$ cat config.mk
export PLATFORM = sky130hd
export DESIGN_NAME = nwws_ram
export DESIGN_NICKNAME = d
export VERILOG_FILES = /design/src/rtl/nwws_ram.sv
export SDC_FILE = /design/constraint.sdc
export NUM_CORES = 1
export LEC_CHECK = 0
export BUFFER_PORTS_ARGS = -buffer_cell sky130_fd_sc_hd__buf_2
export CAP_MARGIN = 10
export CORE_MARGIN = 2
export CORE_UTILIZATION = 64
export CTS_CLUSTER_SIZE = 16
export DETAILED_ROUTE_END_ITERATION = 8
export PLACE_DENSITY_LB_ADDON = 0.05
export SYNTH_ARGS = -nofsm -noshare
export SYNTH_HDL_FRONTEND = slang
export SYNTH_SLANG_ARGS = --single-unit
$ cat constraint.sdc
create_clock -name clk -period 4.4 [get_ports clk]
set_clock_uncertainty 0.1 [all_clocks]
set_input_delay 0.66 -clock clk [delete_from_list [all_inputs] [get_ports clk]]
set_output_delay 0.66 -clock clk [all_outputs]
set_load 0.05 [all_outputs]
$ cat src/rtl/nwws_ram.sv
// Generic single write port, single read port RAM with registered read.
// Used for the waypoint table. No dependencies.
`timescale 1ns / 1ps

module nwws_ram #(
  parameter int WIDTH = 8,
  parameter int DEPTH = 16
) (
  input  logic                     clk,
  input  logic                     we,
  input  logic [$clog2(DEPTH)-1:0] waddr,
  input  logic [WIDTH-1:0]         wdata,
  input  logic [$clog2(DEPTH)-1:0] raddr,
  output logic [WIDTH-1:0]         rdata
);

  logic [WIDTH-1:0] mem [DEPTH];

  // Write on enable, read every cycle
  always_ff @(posedge clk) begin
    if (we) begin
      mem[waddr] <= wdata;
    end
    rdata <= mem[raddr];
  end

endmodule

==> flow_summary.ini <==
[worst_hold_path]
hp-class = primary input to flip-flop

[finish]
drive_above_1_share = 0.287
n_antenna_cell = 0
areaGrowthSynthToFinish_pct = 15.3
fin_cells = 381
fillers = 430
final_area_um2 = 5930
layout.nets = 284
final_util = 0.764

[logic_synthesis]
syn_nets = 247
synth_warnings = 0
synth_cells = 229
netlist_area_um2 = 5150
ys_seq_elements = 136
yosys-top-cells-count = edfxtp_1, mux4_2, a22oi_1
synth_ff_type = edfxtp_1
synth_mux_area_frac = 0.150
synth-seq-area-share = 0.778
synth_simple_gate_area_share = 0.0318
synth_fa_ha_area_frac = 0
synth_compound_area_frac = 0.0233
syn_avg_cell_area_um2 = 22.5
postSynth.asyncResetShare = 0
synth-xor-area-share = 0
synth_edf_count = 128
synth.most_common_cell = edfxtp_1
synth.lib_cells_used.distinct = 19
synth_top_area_share = 0.747
synth_top_family_by_area = multiplexers
synth_area_leaders = edfxtp_1, mux4_2, mux4_1
synth_top_cell_by_area = edfxtp_1

[clock_tree]
clock-sinks = 136
cts_resized = 0
clkTransAtPathRegs_ns = 0.06
cts_max_level = 4
cts_buffers = 17
cts_tree = done
clk_latency_ns = 0.52
cts-root-buf = clkbuf_8
clk_path_buf_depth = 2
ctsHoldBuffers = 0
post_cts_buffers = 0

[placement]
portBuffers = 25
dp_hpwl_mm = 5.72
dp_slack_ns = 1.64
place_area_um2 = 5340
placed_cells = 349
gp_congestion = 0.692

[power_and_ir_drop]
p_leak_nw = 1.99
p_per_area_nw_per_um2 = 505
power.total_mw = 3.00
ir_worst_vdd_uv = 363

[global_routing]
grt_pass1_vias = 2437
grt_first_pass_wirelength_mm = 14.6
grt_usage = 0.251
grt_max_degree = 33
antenna_found_initial = 0
grt_remaining_overflow = 0

[status]
status = complete, no violations

[flow_run]
maxCapViolations = 0

[timing]
rsz0062_at_grt = no
maxSlewViolCount = 0
setup_viol = 0
min_period_ns = 2.19
fin_ws_ns = 2.21
fmax_mhz = 457
tns_ns = 0
whs_ns = 0.426
worst_pin_slew_ns = 1.05
hold_viol_final = 0
slew_headroom = 0.299
final.period_utilization = 0.497

[detailed_routing]
drtAntennaViolNets = 0
wl_mm = 9.79
drtIter0Drc = 237
drcViolationCount = 0
wl_per_cell_um = 25.7
drt-pass1-iter-count = 4
num_vias = 2420
via_per_inst = 6.35

[setup_path]
required_ns = 4.70
slowest_delay_ns = 0.78
cpMaxStageDelayCell = buf_2
critPathBufInv = 1
critPathTopFamily = buffers and inverters
setup.worst_path.end_class = flip-flop
start_kind = primary input
cp_max_fo = 32
critical_path_class = primary input to flip-flop
cp_data_arrival_time_ns = 2.49
cp_cell_sequence = buf_2 > mux4_1 > a22oi_1 > nand2_1

[floorplanning]
dieHeight_um = 93.7
io_pins = 26
initial_core_util = 0.663
die_area_um2 = 8780
rows = 32
die_w_um = 93.7
coreArea_um2 = 7770
[report_power, final]
group          switching, mW  internal [mW]
Combinational          0.103         0.0521
Clock                  0.526          0.858
Sequential           0.00937           1.45
[state kept, by name, summed over array words and instances, names as in the netlist]
| signal | cells |
|---|---|
| mem | 128 |
| rdata | 8 |
[path summary, 6_finish.rpt]
path / startpoint / end / slack [ns] / depth (start not counted)
min reg2reg: mem[12][2] / rdata[2] / 0.58 / 3
max reg2reg: mem[7][6] / rdata[6] / 2.93 / 3
min: wdata[1] / mem[9][1] / 0.43 / 1
max: raddr[0] / rdata[0] / 2.21 / 4
[worst reg2reg max path: stages, from the launching register on]
cell	delay (ns)
edfxtp_1	0.39
mux4_2	0.50
a22oi_1	0.24
nand2_1	0.12
[layout by cell type (no fill, tap or decap), types with 3 or more instances in the layout]
| cell type | count |
|---|---|
| inv_6 | 4 |
| nor3_1 | 3 |
| nand2_1 | 9 |
| mux4_1 | 14 |
| clkbuf_16 | 16 |
| clkinvlp_4 | 4 |
| nor2_1 | 13 |
| buf_2 | 26 |
| clkbuf_8 | 4 |
| a22oi_1 | 16 |
| dfxtp_1 | 8 |
| mux4_2 | 18 |
| edfxtp_1 | 128 |
[logic make-up after synthesis]
kind of cell	count (synthesis)
flip-flops	136
AND/OR/NAND/NOR	35
multiplexers	32
AO/OA/AOI/OAI	16
buffers and inverters	10
[layer usage]
metal | GRT usage | share of wire | vias to the layer above
li1 | - | - | 1051
met1 | 0.360 | 0.41 | 1261
met4 | 0.0797 | 0.0039 | 0
met3 | 0.0658 | 0.063 | 4
met2 | 0.388 | 0.52 | 104
met5 | 0 | 0 | -
[area by class of cell]
| type | count | area, um2 | area share |
|---|---|---|---|
| clock buffer | 20 | 455 | 0.0768 |
| timing repair buffer | 28 | 145 | 0.0245 |
| sequential | 136 | 4000 | 0.675 |
| clock inverter | 12 | 139 | 0.0234 |
| tap | 102 | 128 | 0.0215 |
| multi-input combinational | 83 | 1060 | 0.179 |
(Power assumes the default switching activity.)
